### config.mk
export PLATFORM = sky130hd
export DESIGN_NAME = playback_rate_trim_controller
export DESIGN_NICKNAME = d
export VERILOG_FILES = /design/src/sv/prtc_pkg.sv /design/src/sv/prtc_div.sv /design/src/sv/prtc_mul.sv /design/src/sv/prtc_ring.sv /design/src/sv/playback_rate_trim_controller.sv
export SDC_FILE = /design/constraint.sdc
export NUM_CORES = 2
export LEC_CHECK = 0
export BUFFER_PORTS_ARGS = -buffer_cell sky130_fd_sc_hd__buf_4
export CAP_MARGIN = 20
export CORE_MARGIN = 4
export CORE_UTILIZATION = 35
export CTS_CLUSTER_SIZE = 25
export DETAILED_ROUTE_END_ITERATION = 8
export PLACE_DENSITY = 0.61
export SLEW_MARGIN = 30
export SYNTH_ARGS = -nofsm -noshare
export SYNTH_HDL_FRONTEND = slang
export SYNTH_SLANG_ARGS = --single-unit
### constraint.sdc
create_clock -name clk -period 12.44 [get_ports clk]
set_input_delay 1.866 -clock clk [delete_from_list [all_inputs] [get_ports clk]]
set_output_delay 1.866 -clock clk [all_outputs]
set_load 0.05 [all_outputs]
### src/sv/prtc_pkg.sv
// Shared types, widths and constants of the playback rate trim controller.
package prtc_pkg;

  localparam int RATIO_W = 17;
  localparam int OCC_W   = 8;
  localparam int DLY_W   = 16;
  localparam int TGT_W   = 7;
  localparam int FPB_W   = 16;
  localparam int GAIN_W  = 16;
  localparam int LVL_W   = 17;
  localparam int PROD_W  = GAIN_W + LVL_W;
  localparam int DVSR_W  = 16;
  localparam int CNT_W   = 6;
  localparam int CFG_IDX_W  = 2;
  localparam int CFG_DATA_W = 16;

  localparam logic [RATIO_W-1:0] RATIO_ONE  = 17'd65536;
  localparam logic [RATIO_W-1:0] RATIO_MIN  = 17'd58982;
  localparam logic [RATIO_W-1:0] RATIO_MAX  = 17'd72090;
  localparam logic [RATIO_W-1:0] SMOOTH_MAX = 17'd131071;
  // Both clamp limits sit the same distance from 1.0
  localparam logic [PROD_W-1:0]  TRIM_LIMIT = 33'd6554;
  localparam logic [OCC_W-1:0]   QUEUE_DEPTH = 8'd128;

  localparam logic [CFG_IDX_W-1:0] CFG_TARGET_LEVEL      = 2'd0;
  localparam logic [CFG_IDX_W-1:0] CFG_FRAMES_PER_BUFFER = 2'd1;
  localparam logic [CFG_IDX_W-1:0] CFG_PROPORTIONAL_GAIN = 2'd2;

  localparam logic [TGT_W-1:0]  TARGET_LEVEL_RST      = 7'd50;
  localparam logic [FPB_W-1:0]  FRAMES_PER_BUFFER_RST = 16'd441;
  localparam logic [GAIN_W-1:0] PROPORTIONAL_GAIN_RST = 16'd6554;

  typedef struct packed {
    logic [OCC_W-1:0] queue_occupancy;
    logic [DLY_W-1:0] driver_delay_frames;
    logic             playing_started;
  } in_item_t;

  typedef struct packed {
    logic [RATIO_W-1:0] smoothed_ratio;
    logic [RATIO_W-1:0] raw_ratio;
    logic               was_clamped;
  } out_item_t;

  typedef struct packed {
    logic              start;
    logic [PROD_W-1:0] dividend;
    logic [DVSR_W-1:0] divisor;
    logic [CNT_W-1:0]  count;
  } div_req_t;

  typedef struct packed {
    logic              start;
    logic [GAIN_W-1:0] gain;
    logic [LVL_W-1:0]  mcand;
  } mul_req_t;

endpackage

### src/sv/prtc_div.sv
// Bit-serial restoring divider, one quotient bit per cycle, dividend left-aligned.
module prtc_div (
  input  logic                            clk,
  input  logic                            rst,
  input  prtc_pkg::div_req_t              req,
  output logic                            done,
  output logic [prtc_pkg::PROD_W-1:0]     quotient
);

  logic                            busy;
  logic [prtc_pkg::CNT_W-1:0]      cnt;
  logic [prtc_pkg::PROD_W-1:0]     dvd;
  logic [prtc_pkg::DVSR_W-1:0]     dvsr;
  logic [prtc_pkg::DVSR_W-1:0]     rem;
  logic [prtc_pkg::DVSR_W-1:0]     rem_next;
  logic [prtc_pkg::DVSR_W:0]       rem_sh;
  logic [prtc_pkg::DVSR_W:0]       rem_dif;
  logic                            fits;

  always_comb begin
    rem_sh   = {rem, dvd[prtc_pkg::PROD_W-1]};
    rem_dif  = rem_sh - {1'b0, dvsr};
    fits     = (rem_sh >= {1'b0, dvsr});
    rem_next = fits ? rem_dif[prtc_pkg::DVSR_W-1:0] : rem_sh[prtc_pkg::DVSR_W-1:0];
  end

  always_ff @(posedge clk) begin
    if (rst) begin
      busy <= 1'b0;
      cnt  <= '0;
      done <= 1'b0;
    end else begin
      done <= 1'b0;
      if (req.start) begin
        busy <= 1'b1;
        cnt  <= req.count;
      end else if (busy) begin
        cnt <= cnt - prtc_pkg::CNT_W'(1);
        if (cnt == prtc_pkg::CNT_W'(1)) begin
          busy <= 1'b0;
          done <= 1'b1;
        end
      end
    end
  end

  always_ff @(posedge clk) begin
    if (req.start) begin
      dvd      <= req.dividend;
      dvsr     <= req.divisor;
      rem      <= '0;
      quotient <= '0;
    end else if (busy) begin
      dvd      <= {dvd[prtc_pkg::PROD_W-2:0], 1'b0};
      rem      <= rem_next;
      quotient <= {quotient[prtc_pkg::PROD_W-2:0], fits};
    end
  end

endmodule

### src/sv/prtc_mul.sv
// Bit-serial shift-add multiplier, one multiplicand bit per cycle, MSB first.
module prtc_mul (
  input  logic                        clk,
  input  logic                        rst,
  input  prtc_pkg::mul_req_t          req,
  output logic                        done,
  output logic [prtc_pkg::PROD_W-1:0] product
);

  logic                            busy;
  logic [prtc_pkg::CNT_W-1:0]      cnt;
  logic [prtc_pkg::GAIN_W-1:0]     gain;
  logic [prtc_pkg::LVL_W-1:0]      mcand;
  logic [prtc_pkg::PROD_W-1:0]     addend;

  assign addend = mcand[prtc_pkg::LVL_W-1] ? prtc_pkg::PROD_W'(gain) : '0;

  always_ff @(posedge clk) begin
    if (rst) begin
      busy <= 1'b0;
      cnt  <= '0;
      done <= 1'b0;
    end else begin
      done <= 1'b0;
      if (req.start) begin
        busy <= 1'b1;
        cnt  <= prtc_pkg::CNT_W'(prtc_pkg::LVL_W);
      end else if (busy) begin
        cnt <= cnt - prtc_pkg::CNT_W'(1);
        if (cnt == prtc_pkg::CNT_W'(1)) begin
          busy <= 1'b0;
          done <= 1'b1;
        end
      end
    end
  end

  always_ff @(posedge clk) begin
    if (req.start) begin
      gain    <= req.gain;
      mcand   <= req.mcand;
      product <= '0;
    end else if (busy) begin
      mcand   <= {mcand[prtc_pkg::LVL_W-2:0], 1'b0};
      product <= {product[prtc_pkg::PROD_W-2:0], 1'b0} + addend;
    end
  end

endmodule

### src/sv/prtc_ring.sv
// Ratio history ring in memory with its running sum.
module prtc_ring #(
  parameter int AVERAGE_LENGTH = 128,
  localparam int SUM_W = prtc_pkg::RATIO_W + $clog2(AVERAGE_LENGTH)
) (
  input  logic                          clk,
  input  logic                          rst,
  input  logic                          push,
  input  logic [prtc_pkg::RATIO_W-1:0]  raw,
  output logic                          done,
  output logic [SUM_W-1:0]              sum
);

  localparam int AW = $clog2(AVERAGE_LENGTH);
  localparam logic [SUM_W-1:0] SUM_INIT =
    SUM_W'(AVERAGE_LENGTH) * SUM_W'(prtc_pkg::RATIO_ONE);

  logic [prtc_pkg::RATIO_W-1:0] hist [AVERAGE_LENGTH];
  logic [prtc_pkg::RATIO_W-1:0] old;
  logic [AW-1:0]                wi;
  logic [AW-1:0]                wi_next;
  logic                         full;
  logic                         pending;

  assign wi_next = (wi == AW'(AVERAGE_LENGTH - 1)) ? '0 : wi + AW'(1);

  // Write the new entry and fetch the one after it in the same cycle
  always_ff @(posedge clk) begin
    if (push) begin
      hist[wi] <= raw;
      old      <= hist[wi_next];
    end
  end

  always_ff @(posedge clk) begin
    if (rst) begin
      wi      <= '0;
      full    <= 1'b0;
      pending <= 1'b0;
      done    <= 1'b0;
      sum     <= SUM_INIT;
    end else begin
      pending <= push;
      done    <= pending;
      if (push) begin
        sum <= sum + SUM_W'(raw);
        wi  <= wi_next;
        if (wi_next == '0) begin
          full <= 1'b1;
        end
      end else if (pending) begin
        // Entries not yet written since reset count as 1.0
        sum <= sum - (full ? SUM_W'(old) : SUM_W'(prtc_pkg::RATIO_ONE));
      end
    end
  end

endmodule

### src/sv/playback_rate_trim_controller.sv
// Playback rate trim controller: sequencer, configuration registers and output register.
//
// Usage: one input item per audio buffer on in_data (in_valid / in_stall) carries
// the queue occupancy, the driver delay in frames and the started flag. One result
// item per input comes out on out_data (out_valid / out_stall) with the smoothed
// ratio, the clamped raw ratio and the clamp flag. Registers are to be written by the
// user on the cfg_* channel (cfg_ready is always high) only while no item is in flight;
// the block itself does not enforce this. An item with playback running goes through
// the level division, the multiplier, the magnitude division, the ring update and the
// average division; when not started it only updates the ring and runs the average
// division. A new item is accepted in the cycle after the previous one has reached the
// output register. The shared bit-serial divider, one quotient bit per cycle, does the
// divisions: driver delay over buffer length, the scaled error over the target, and
// the running sum over the history length.
// Reset (rst, synchronous) restores the register defaults, fills the history with
// 1.0 by means of a fill flag and empties the output register. A stalled result holds
// in the output register; the next item may be accepted meanwhile and waits for it
// at the end of its own work.
module playback_rate_trim_controller #(
  parameter int AVERAGE_LENGTH = 128
) (
  input  logic                               clk,
  input  logic                               rst,
  input  logic                               in_valid,
  output logic                               in_stall,
  input  prtc_pkg::in_item_t                 in_data,
  output logic                               out_valid,
  input  logic                               out_stall,
  output prtc_pkg::out_item_t                out_data,
  input  logic                               cfg_valid,
  output logic                               cfg_ready,
  input  logic [prtc_pkg::CFG_IDX_W-1:0]     cfg_index,
  input  logic [prtc_pkg::CFG_DATA_W-1:0]    cfg_data
);

  localparam int SUM_W = prtc_pkg::RATIO_W + $clog2(AVERAGE_LENGTH);

  typedef enum logic [6:0] {
    S_IDLE    = 7'b0000001,
    S_DIV_LVL = 7'b0000010,
    S_MUL     = 7'b0000100,
    S_DIV_MAG = 7'b0001000,
    S_RING    = 7'b0010000,
    S_DIV_AVG = 7'b0100000,
    S_DONE    = 7'b1000000
  } state_t;

  state_t state;
  state_t state_next;

  logic [prtc_pkg::TGT_W-1:0]   target_level;
  logic [prtc_pkg::FPB_W-1:0]   frames_per_buffer;
  logic [prtc_pkg::GAIN_W-1:0]  proportional_gain;

  logic [prtc_pkg::OCC_W-1:0]   occ_sat;
  logic                         level_above;
  logic [prtc_pkg::RATIO_W-1:0] raw_hold;
  logic                         clamp_hold;

  logic                         in_take;
  logic                         load;
  logic [prtc_pkg::TGT_W-1:0]   tgt_eff;
  logic [prtc_pkg::LVL_W-1:0]   level;
  logic [prtc_pkg::LVL_W-1:0]   diff;
  logic                         above;
  logic                         mag_big;
  logic [prtc_pkg::RATIO_W-1:0] mag;
  logic [prtc_pkg::RATIO_W-1:0] raw_calc;
  logic [prtc_pkg::RATIO_W-1:0] smoothed;

  prtc_pkg::div_req_t           div_req;
  logic                         div_done;
  logic [prtc_pkg::PROD_W-1:0]  div_q;
  prtc_pkg::mul_req_t           mul_req;
  logic                         mul_done;
  logic [prtc_pkg::PROD_W-1:0]  product;
  logic                         ring_push;
  logic [prtc_pkg::RATIO_W-1:0] ring_raw;
  logic                         ring_done;
  logic [SUM_W-1:0]             ring_sum;

  prtc_div u_div (
    .clk      (clk),
    .rst      (rst),
    .req      (div_req),
    .done     (div_done),
    .quotient (div_q)
  );

  prtc_mul u_mul (
    .clk     (clk),
    .rst     (rst),
    .req     (mul_req),
    .done    (mul_done),
    .product (product)
  );

  prtc_ring #(
    .AVERAGE_LENGTH (AVERAGE_LENGTH)
  ) u_ring (
    .clk  (clk),
    .rst  (rst),
    .push (ring_push),
    .raw  (ring_raw),
    .done (ring_done),
    .sum  (ring_sum)
  );

  assign cfg_ready = 1'b1;
  assign in_stall  = rst || (state != S_IDLE);
  assign in_take   = in_valid && !in_stall;
  assign load      = (state == S_DONE) && (!out_valid || !out_stall);

  always_comb begin
    tgt_eff  = (target_level == '0) ? prtc_pkg::TGT_W'(1) : target_level;
    level    = prtc_pkg::LVL_W'(occ_sat) + prtc_pkg::LVL_W'(div_q[prtc_pkg::DLY_W-1:0]);
    above    = level > prtc_pkg::LVL_W'(tgt_eff);
    diff     = above ? level - prtc_pkg::LVL_W'(tgt_eff) : prtc_pkg::LVL_W'(tgt_eff) - level;
    mag_big  = div_q > prtc_pkg::TRIM_LIMIT;
    mag      = div_q[prtc_pkg::RATIO_W-1:0];
    if (level_above) begin
      raw_calc = mag_big ? prtc_pkg::RATIO_MIN : prtc_pkg::RATIO_ONE - mag;
    end else begin
      raw_calc = mag_big ? prtc_pkg::RATIO_MAX : prtc_pkg::RATIO_ONE + mag;
    end
    smoothed = (|div_q[prtc_pkg::PROD_W-1:prtc_pkg::RATIO_W]) ? prtc_pkg::SMOOTH_MAX
                                                              : div_q[prtc_pkg::RATIO_W-1:0];
  end

  // Route the shared divider, the multiplier and the ring from the sequencer
  always_comb begin
    div_req.start    = 1'b0;
    div_req.dividend = '0;
    div_req.divisor  = prtc_pkg::DVSR_W'(1);
    div_req.count    = '0;
    mul_req.start    = 1'b0;
    mul_req.gain     = proportional_gain;
    mul_req.mcand    = diff;
    ring_push        = 1'b0;
    ring_raw         = prtc_pkg::RATIO_ONE;
    case (state)
      S_IDLE: begin
        if (in_take) begin
          if (in_data.playing_started) begin
            div_req.start = 1'b1;
            div_req.count = prtc_pkg::CNT_W'(prtc_pkg::DLY_W);
            // A zero buffer length drops the driver term: divide zero by one
            if (frames_per_buffer != '0) begin
              div_req.dividend = {in_data.driver_delay_frames,
                                  {(prtc_pkg::PROD_W - prtc_pkg::DLY_W){1'b0}}};
              div_req.divisor  = frames_per_buffer;
            end
          end else begin
            ring_push = 1'b1;
          end
        end
      end
      S_DIV_LVL: begin
        mul_req.start = div_done;
      end
      S_MUL: begin
        if (mul_done) begin
          div_req.start    = 1'b1;
          div_req.dividend = product;
          div_req.divisor  = prtc_pkg::DVSR_W'(tgt_eff);
          div_req.count    = prtc_pkg::CNT_W'(prtc_pkg::PROD_W);
        end
      end
      S_DIV_MAG: begin
        ring_push = div_done;
        ring_raw  = raw_calc;
      end
      S_RING: begin
        if (ring_done) begin
          div_req.start    = 1'b1;
          div_req.dividend = {ring_sum, {(prtc_pkg::PROD_W - SUM_W){1'b0}}};
          div_req.divisor  = prtc_pkg::DVSR_W'(AVERAGE_LENGTH);
          div_req.count    = prtc_pkg::CNT_W'(SUM_W);
        end
      end
      default: begin
      end
    endcase
  end

  always_comb begin
    state_next = state;
    case (state)
      S_IDLE: begin
        if (in_take) begin
          state_next = in_data.playing_started ? S_DIV_LVL : S_RING;
        end
      end
      S_DIV_LVL: begin
        if (div_done) state_next = S_MUL;
      end
      S_MUL: begin
        if (mul_done) state_next = S_DIV_MAG;
      end
      S_DIV_MAG: begin
        if (div_done) state_next = S_RING;
      end
      S_RING: begin
        if (ring_done) state_next = S_DIV_AVG;
      end
      S_DIV_AVG: begin
        if (div_done) state_next = S_DONE;
      end
      S_DONE: begin
        if (load) state_next = S_IDLE;
      end
      default: begin
        state_next = S_IDLE;
      end
    endcase
  end

  always_ff @(posedge clk) begin
    if (rst) begin
      state             <= S_IDLE;
      out_valid         <= 1'b0;
      target_level      <= prtc_pkg::TARGET_LEVEL_RST;
      frames_per_buffer <= prtc_pkg::FRAMES_PER_BUFFER_RST;
      proportional_gain <= prtc_pkg::PROPORTIONAL_GAIN_RST;
    end else begin
      state <= state_next;
      if (load) begin
        out_valid <= 1'b1;
      end else if (!out_stall) begin
        out_valid <= 1'b0;
      end
      if (cfg_valid && cfg_ready) begin
        case (cfg_index)
          prtc_pkg::CFG_TARGET_LEVEL:      target_level      <= cfg_data[prtc_pkg::TGT_W-1:0];
          prtc_pkg::CFG_FRAMES_PER_BUFFER: frames_per_buffer <= cfg_data;
          prtc_pkg::CFG_PROPORTIONAL_GAIN: proportional_gain <= cfg_data;
          default: begin
          end
        endcase
      end
    end
  end

  always_ff @(posedge clk) begin
    if (in_take) begin
      occ_sat    <= (in_data.queue_occupancy > prtc_pkg::QUEUE_DEPTH) ? prtc_pkg::QUEUE_DEPTH
                                                                     : in_data.queue_occupancy;
      raw_hold   <= prtc_pkg::RATIO_ONE;
      clamp_hold <= 1'b0;
    end
    if ((state == S_DIV_LVL) && div_done) begin
      level_above <= above;
    end
    if ((state == S_DIV_MAG) && div_done) begin
      raw_hold   <= raw_calc;
      clamp_hold <= mag_big;
    end
    if (load) begin
      out_data.smoothed_ratio <= smoothed;
      out_data.raw_ratio      <= raw_hold;
      out_data.was_clamped    <= clamp_hold;
    end
  end

endmodule

[Word level (Yosys, flattened, before mapping)]
Memories as Yosys holds them, arrays and structs flattened. A register that Yosys moved wholly into a read port is not among the register bits.
Cells that the tools add are included.
Word-level totals
  register bits after elaboration: 323
  RAM bits: 2176
  bits of input ports: 48
  output and inout port bits: 38
  word-level logic and storage cells: 152
  memories: 1
Operators by class
  add/sub/neg operators: 12
  order comparisons: 4
  eq/ne operators: 21
  mux-type cells: 55
  bitwise gates (word level): 2
  reduce and logical (&&, ||, !) cells: 26
Memory list
  u_ring.hist: words 128, width 17, read ports 1, clocked after Yosys merged registers in 1, write ports 1, line prtc_ring.sv:18  | logic [prtc_pkg::RATIO_W-1:0] hist [AVERAGE_LENGTH];
Operators by type and width (count)
  $mux W56: 4
  $mux W17: 10
  $pmux W56 S3: 1
  $mux W33: 2
  $mux W7: 9
  $mux W49: 1
  $pmux W7 S7: 1
  $mux W24: 2
  $add A33 B33 Y33: 1
  $gt A33 B13 Y1 const B: 1
  $mux W16: 2
  $add A24 B17 Y24: 1
  $sub A24 B24 Y24: 1
  $add A17 B17 Y17 const A: 1
  $add A8 B16 Y17: 1
  $ge A17 B16 Y1: 1
  $gt A17 B7 Y1: 1
  $mux W1: 17
  $sub A17 B17 Y17 const A: 1
  $sub A17 B7 Y17: 1
  $sub A7 B17 Y17: 1
  $reduce_bool A16 Y1: 1
  $reduce_or A16 Y1: 1
  $sub A16 B16 Y16: 1
  30 further kinds: 57

[Longest topological paths before layout]
  depth after elaboration: 8
  depth in mapped cells: 22
  depth with buffers taken out: 21

[Hierarchy]
Synthesis repeated with hierarchy kept, for this count alone.
Second synthesis, totals
  cells, all modules: 7503
  area total of the unflattened synthesis: 104726.7 µm²
Modules (own cells, without submodules)
  prtc_ring: times used 1, cells an instance 5848, area an instance 88773.9 µm², sequential area each 66533.8 µm²
  playback_rate_trim_controller: times used 1, cells an instance 799, area an instance 6949.2 µm², sequential area each 2802.7 µm²
  prtc_div: times used 1, cells an instance 460, area an instance 4992.3 µm², sequential area each 2612.5 µm²
  prtc_mul: times used 1, cells an instance 396, area an instance 4011.3 µm², sequential area each 1811.7 µm²

[Worst setup path after synthesis]
No wires, ideal clock.
  path type: flip-flop to flip-flop
  start point: reg u_div.quotient[0] (netlist name)
  end point: mem u_ring.hist[0][16] (netlist name), data pin
  library setup time: 0.697 ns
  arrival time: 7.562 ns
  data required time: 11.743 ns
  slack: 4.181 ns
  cell stages (with the launch flop): 11
  buffers on the path: 0
  clock period less this slack: 8.259 ns
  cells stage by stage: dfxtp_1 -> inv_1 -> ha_1 -> nand3_1 -> o21ai_0 -> a21oi_1 -> o21ai_1 -> nand4_1 -> nor3_1 -> a21oi_1 -> inv_1
On the way
  cells in the longest elaborated chain, start to end: 4
  elaborated cells between the ends (all ways): 7
  those cells by class: add/sub (2); order compare (1); mux (4)
Ends and longest elaborated chain
  start, declared: line prtc_div.sv:7  | output logic [prtc_pkg::PROD_W-1:0] quotient
  start signal, assigned: line prtc_div.sv:56  | quotient <= {quotient[prtc_pkg::PROD_W-2:0], fits};
  $gt A33 B13 Y1 (tied with other cells): line playback_rate_trim_controller.sv:119  | mag_big = div_q > prtc_pkg::TRIM_LIMIT;
  $mux W17, on equally long branches: line playback_rate_trim_controller.sv:124, playback_rate_trim_controller.sv:122
  $mux W17 *: line playback_rate_trim_controller.sv:121  | if (level_above) begin
  $mux W17 *: line playback_rate_trim_controller.sv:141  | case (state)
  net ring_raw, one bit: line playback_rate_trim_controller.sv:78  | logic [prtc_pkg::RATIO_W-1:0] ring_raw;
  end, declared: line prtc_ring.sv:18
The timed path passes the listed nets; every way through them passes the cells marked *.

[Worst setup path after layout]
  start point: reg u_ring.wi[0]
  end point: reg u_ring.old[13] (netlist name) (read register of u_ring.hist), data pin
On the way
  cells in the longest elaborated chain, start to end: 2
  elaborated cells between the ends (all ways): 3
  those cells by class: add/sub (1); eq/ne (1); mux (1)
Ends and longest elaborated chain
  start, declared: line prtc_ring.sv:20  | logic [AW-1:0] wi;
  start signal, assigned: line prtc_ring.sv:47  | wi <= wi_next;
  $add A7 B1 Y7 / $eq A7 B7 Y1 (equally long branches): line prtc_ring.sv:25  | assign wi_next = (wi == AW'(AVERAGE_LENGTH - 1)) ? '0 : wi + AW'(1);
  $mux W7 *: line prtc_ring.sv:25
  end, declared: line prtc_ring.sv:19  | logic [prtc_pkg::RATIO_W-1:0] old;
Every way passes the cells marked *; elsewhere a longest branch is shown, timed or not.
A chain may end at the register's enable or synchronous reset.

==> out/qor_table.md <==
| Result | This run | Unit |
|:---|:---|:---|
| Highest clock frequency the design can meet | 159 | MHz |
| Clock sink total | 2516 | - |
| Antenna-violating nets left | 0 | - |
| CP Class | reg2reg | - |
| Remaining DRCs | 0 | - |
| Post-synth ARST share | 0 | % |
| Fin Setup TNS | 0 | ns |
| Relative contribution of combinational cells to total power | 9.3 | % |
| Number of cells upsized or downsized after cts | 0 | - |
| Synthesis Warnings | 0 | - |
| Total of hold buffers inserted after clock tree synthesis | 0 | - |
| Cell accounting for the most synthesized area | sky130_fd_sc_hd__edfxtp_1 | - |
| Total vias in the final route | 58100 | - |
| Internal | 14100 | µW |
| DRT Pass-1 Iters | 8 | - |
| RSZ-0062 raised after global routing | no | - |
| Clock-pin transition on the worst setup and hold timing paths | 0.06 | ns |
| Clk network pwr share | 40.2 | % |
| Total Routing Usage GR | 18.6 | % |
| Number of levels in the clock H-tree | 4 | - |
| Slew of the pin with the lowest slew margin | 1.02 | ns |
| Chip height | 548 | µm |
| Setup violators final | 0 | - |
| Count of flip-flops with a built-in enable after synthesis | 2337 | - |
| Worst stage delay on the critical path | 1.01 | ns |
| Post-synth top area share | 68.8 | % |
| Netlist area before placement | 102000 | µm² |
| Area growth syn-to-layout | 14.2 | % |
| Global-route wire length before repair | 413 | mm |
| Flops & latches, synth | 2516 | - |
| Total Wirelength | 289 | mm |
| Initial Util | 35.3 | % |
| Global route overflow | 0 | - |
| Number of CTS-inserted buffers | 248 | - |
| Final design utilization | 40.3 | % |
| Cell area power density | 159 | nW/µm² |
| Crit path top cell by count | sky130_fd_sc_hd__buf_4 | - |
| Endpoint kind of the worst setup timing path | register | - |
| Die ar. | 300000 | µm² |
| Net switching power | 4390 | µW |
| Layout cells sized above 1 | 19.9 | % |
| Max-cap violations | 0 | - |
| Net count of the mapped netlist | 6174 | - |
| Critical path buffer and inverter count | 2 | - |
| Seq/Total Area, Yosys | 72.3 | % |
| Critical-path maximum fanout | 53 | - |
| Final hold violations | 0 | - |
| Cell family with the largest share of critical-path delay | compound AO/OA/AOI/OAI gates | - |
| Final non-filler cell area | 116000 | µm² |
| Routed via count divided by cell count | 5.61 | - |
| Master cell of the clock root buffer | sky130_fd_sc_hd__clkbuf_16 | - |
| Placement row count | 197 | - |
| Final clock period utilization by the worst path | 50.7 | % |
| Count of pins on the block boundary | 86 | - |
| Horizontal die dimension | 548 | µm |
| Primary FF master, synth | sky130_fd_sc_hd__edfxtp_1 | - |
| Cell with the largest stage delay on the worst path | sky130_fd_sc_hd__dfxtp_4 | - |
| VDD IR-drop max | 0.139 | mV |
| Post-CTS Setup Repair Bufs | 0 | - |
| Synth top area cells | sky130_fd_sc_hd__edfxtp_1 (69%), sky130_fd_sc_hd__mux4_2 (10%), sky130_fd_sc_hd__dfxtp_1 (3.5%) | - |
| # port buffers | 84 | - |
| Placed Instance Area | 108000 | µm² |
| Number of global-route vias before repair | 56700 | - |
| Gpl congestion | 0.883 | - |
| Path class of the lowest-slack min-delay path | reg2reg | - |
| Area inside the core boundary | 289000 | µm² |
| Sequential cell fraction of total power | 50.5 | % |
| Highest-count cells in the layout ignoring fill and taps | sky130_fd_sc_hd__edfxtp_1 (2337), sky130_fd_sc_hd__nand2_1 (562), sky130_fd_sc_hd__mux4_2 (467) | - |
| Crit path DAT | 6.96 | ns |
| WL/cell | 27.9 | µm |
| Worst slew margin relative to its limit | 31.5 | % |
| Outcome | completed | - |
| Synthesized area per cell | 16.9 | µm² |
| Worst Clk Skew | 0.101 | ns |
| Clk Latency, worst-skew pair | 0.93 | ns |
| Crit-path cells | ha_1, nand4_1, or2_0, nand2_4, buf_4, nor2_4, buf_4, a221oi_1, o221ai_1, a22oi_1, o41ai_1 | - |
| Unique cell type count in the Yosys netlist | 93 | - |
| Largest net degree at the start of global routing | 111 | - |
| Gate Count Post-Synth | 6035 | - |
| Net count reported at finish | 6405 | - |
| Leakage Power | 0.0377 | µW |
| HPWL after detailed placement | 175 | mm |
| Critical Path RT | 13.09 | ns |
| TritonCTS clock tree | built | - |
| Sw Ratio | 23.7 | % |
| Commonest non-fill, non-tap cell in the layout | sky130_fd_sc_hd__edfxtp_1 | - |
| Startpoint kind of the worst setup timing path | register | - |
| Max Buffers Root-to-Sink | 4 | - |
| Antenna violations before repair | 6 | - |
| Violation count after the first detailed-routing iteration | 7477 | - |
| Count of pins over their slew limit | 0 | - |
| Post-route minimum period | 6.31 | ns |
-- power by group through the flow --
| stage | clock network, µW | logic (µW) | registers [µW] |
|---|---|---|---|
| finish | 7430 | 1710 | 9340 |
| global route | 7920 | 1850 | 9340 |
| CTS | 7550 | 1710 | 9340 |
| detailed placement | 0 | 1700 | 9520 |
| global placement | 0 | 1680 | 9510 |
| floorplan | 0 | 1210 | 9470 |
-- cell usage after synthesis, types with 27 or more instances --
| cell | count |
|---|---|
| sky130_fd_sc_hd__mux2i_1 | 154 |
| sky130_fd_sc_hd__o211ai_1 | 36 |
| sky130_fd_sc_hd__buf_4 | 31 |
| sky130_fd_sc_hd__nor3_1 | 63 |
| sky130_fd_sc_hd__nand2_1 | 564 |
| sky130_fd_sc_hd__o2111ai_1 | 29 |
| sky130_fd_sc_hd__nor2_1 | 368 |
| sky130_fd_sc_hd__dfxtp_1 | 179 |
| sky130_fd_sc_hd__xnor2_1 | 68 |
| sky130_fd_sc_hd__a221oi_1 | 32 |
| sky130_fd_sc_hd__a31oi_1 | 39 |
| sky130_fd_sc_hd__xor2_1 | 46 |
| sky130_fd_sc_hd__o22ai_1 | 27 |
| sky130_fd_sc_hd__ha_1 | 85 |
| sky130_fd_sc_hd__nand3_1 | 178 |
| sky130_fd_sc_hd__buf_2 | 30 |
| sky130_fd_sc_hd__mux4_2 | 467 |
| sky130_fd_sc_hd__a21o_1 | 44 |
| sky130_fd_sc_hd__o21ai_0 | 112 |
| sky130_fd_sc_hd__inv_1 | 87 |
| sky130_fd_sc_hd__a21oi_1 | 239 |
| sky130_fd_sc_hd__edfxtp_1 | 2337 |
| sky130_fd_sc_hd__a22oi_1 | 61 |
| sky130_fd_sc_hd__clkbuf_1 | 214 |
| sky130_fd_sc_hd__nor2b_1 | 31 |
| sky130_fd_sc_hd__and2_1 | 27 |
| sky130_fd_sc_hd__and3_1 | 42 |
| sky130_fd_sc_hd__nand4_1 | 34 |
| sky130_fd_sc_hd__a211oi_1 | 28 |
| sky130_fd_sc_hd__buf_1 | 29 |
-- worst paths after layout --
| path | endpoint | start | depth (start not counted) | slack (ns) |
|---|---|---|---|---|
| min reg2reg | out_data[16] | raw_hold[15] | 0 | 0.41 |
| min | out_data[16] | raw_hold[15] | 0 | 0.41 |
| max | u_ring.old[13] | u_ring.wi[0] | 11 | 6.13 |
| max reg2reg | u_ring.old[13] | u_ring.wi[0] | 11 | 6.13 |
-- state kept, by name (all words and copies together) (netlist names), 6 cells and up --
signal / count
u_mul.gain: 16
frames_per_buffer: 16
raw_hold: 17
u_mul.cnt: 6
u_mul.mcand: 17
target_level: 7
u_ring.hist: 2176
u_ring.sum: 24
u_ring.wi: 7
state: 7
u_mul.product: 33
u_div.rem: 16
u_div.dvd: 33
proportional_gain: 16
out_data: 35
u_div.quotient: 33
u_div.dvsr: 16
u_div.cnt: 6
u_ring.old: 17
occ_sat: 8
-- final cells by class --
type | count | area, µm²
fillers | 25800 | 173000
flip-flops and latches | 2516 | 73800
multi-input cells | 3101 | 27000
clock buffers | 310 | 6540
well taps | 3880 | 4850
repair buffers | 310 | 2550
clock inverters | 141 | 1420
inverters | 89 | 337
diodes | 5 | 12.5
-- cells by family (layout without fill, tap and decap cells) --
family	Yosys count	after routing	share of synthesized area (%)
xor+xnor	114	114	0.979
other cells	1	6	0.00368
flops	2516	2516	72.3
mux	625	625	11.9
buf+inv	418	850	1.87
simple gates	1439	1439	6.33
fa+ha+maj	91	91	1.16
compound gates	831	831	5.44
-- per-layer routing --
layer / routed length (µm) / part of all wire, % / track usage [%]
met2: 131000 / 46 / 28.7
met5: 0 / 0 / 0
met1: 117000 / 41 / 25.9
met4: 11900 / 4.1 / 6.73
met3: 28200 / 9.8 / 4.29
-- per-stage QoR --
step | instances | hold slack [ns] | power (µW) | setup WS [ns]
final | 10400 | 0.405 | 18500 | 6.13
after global placement | 9887 | 0.407 | 11200 | 5.46
after global routing | 10300 | 0.433 | 19100 | 6.14
after CTS | 10300 | 0.411 | 18600 | 6.32
after floorplan | 6035 | 0.400 | 10700 | 4.18
after detailed placement | 9893 | 0.405 | 11200 | 5.84
Power figures use the tool's default switching activity.
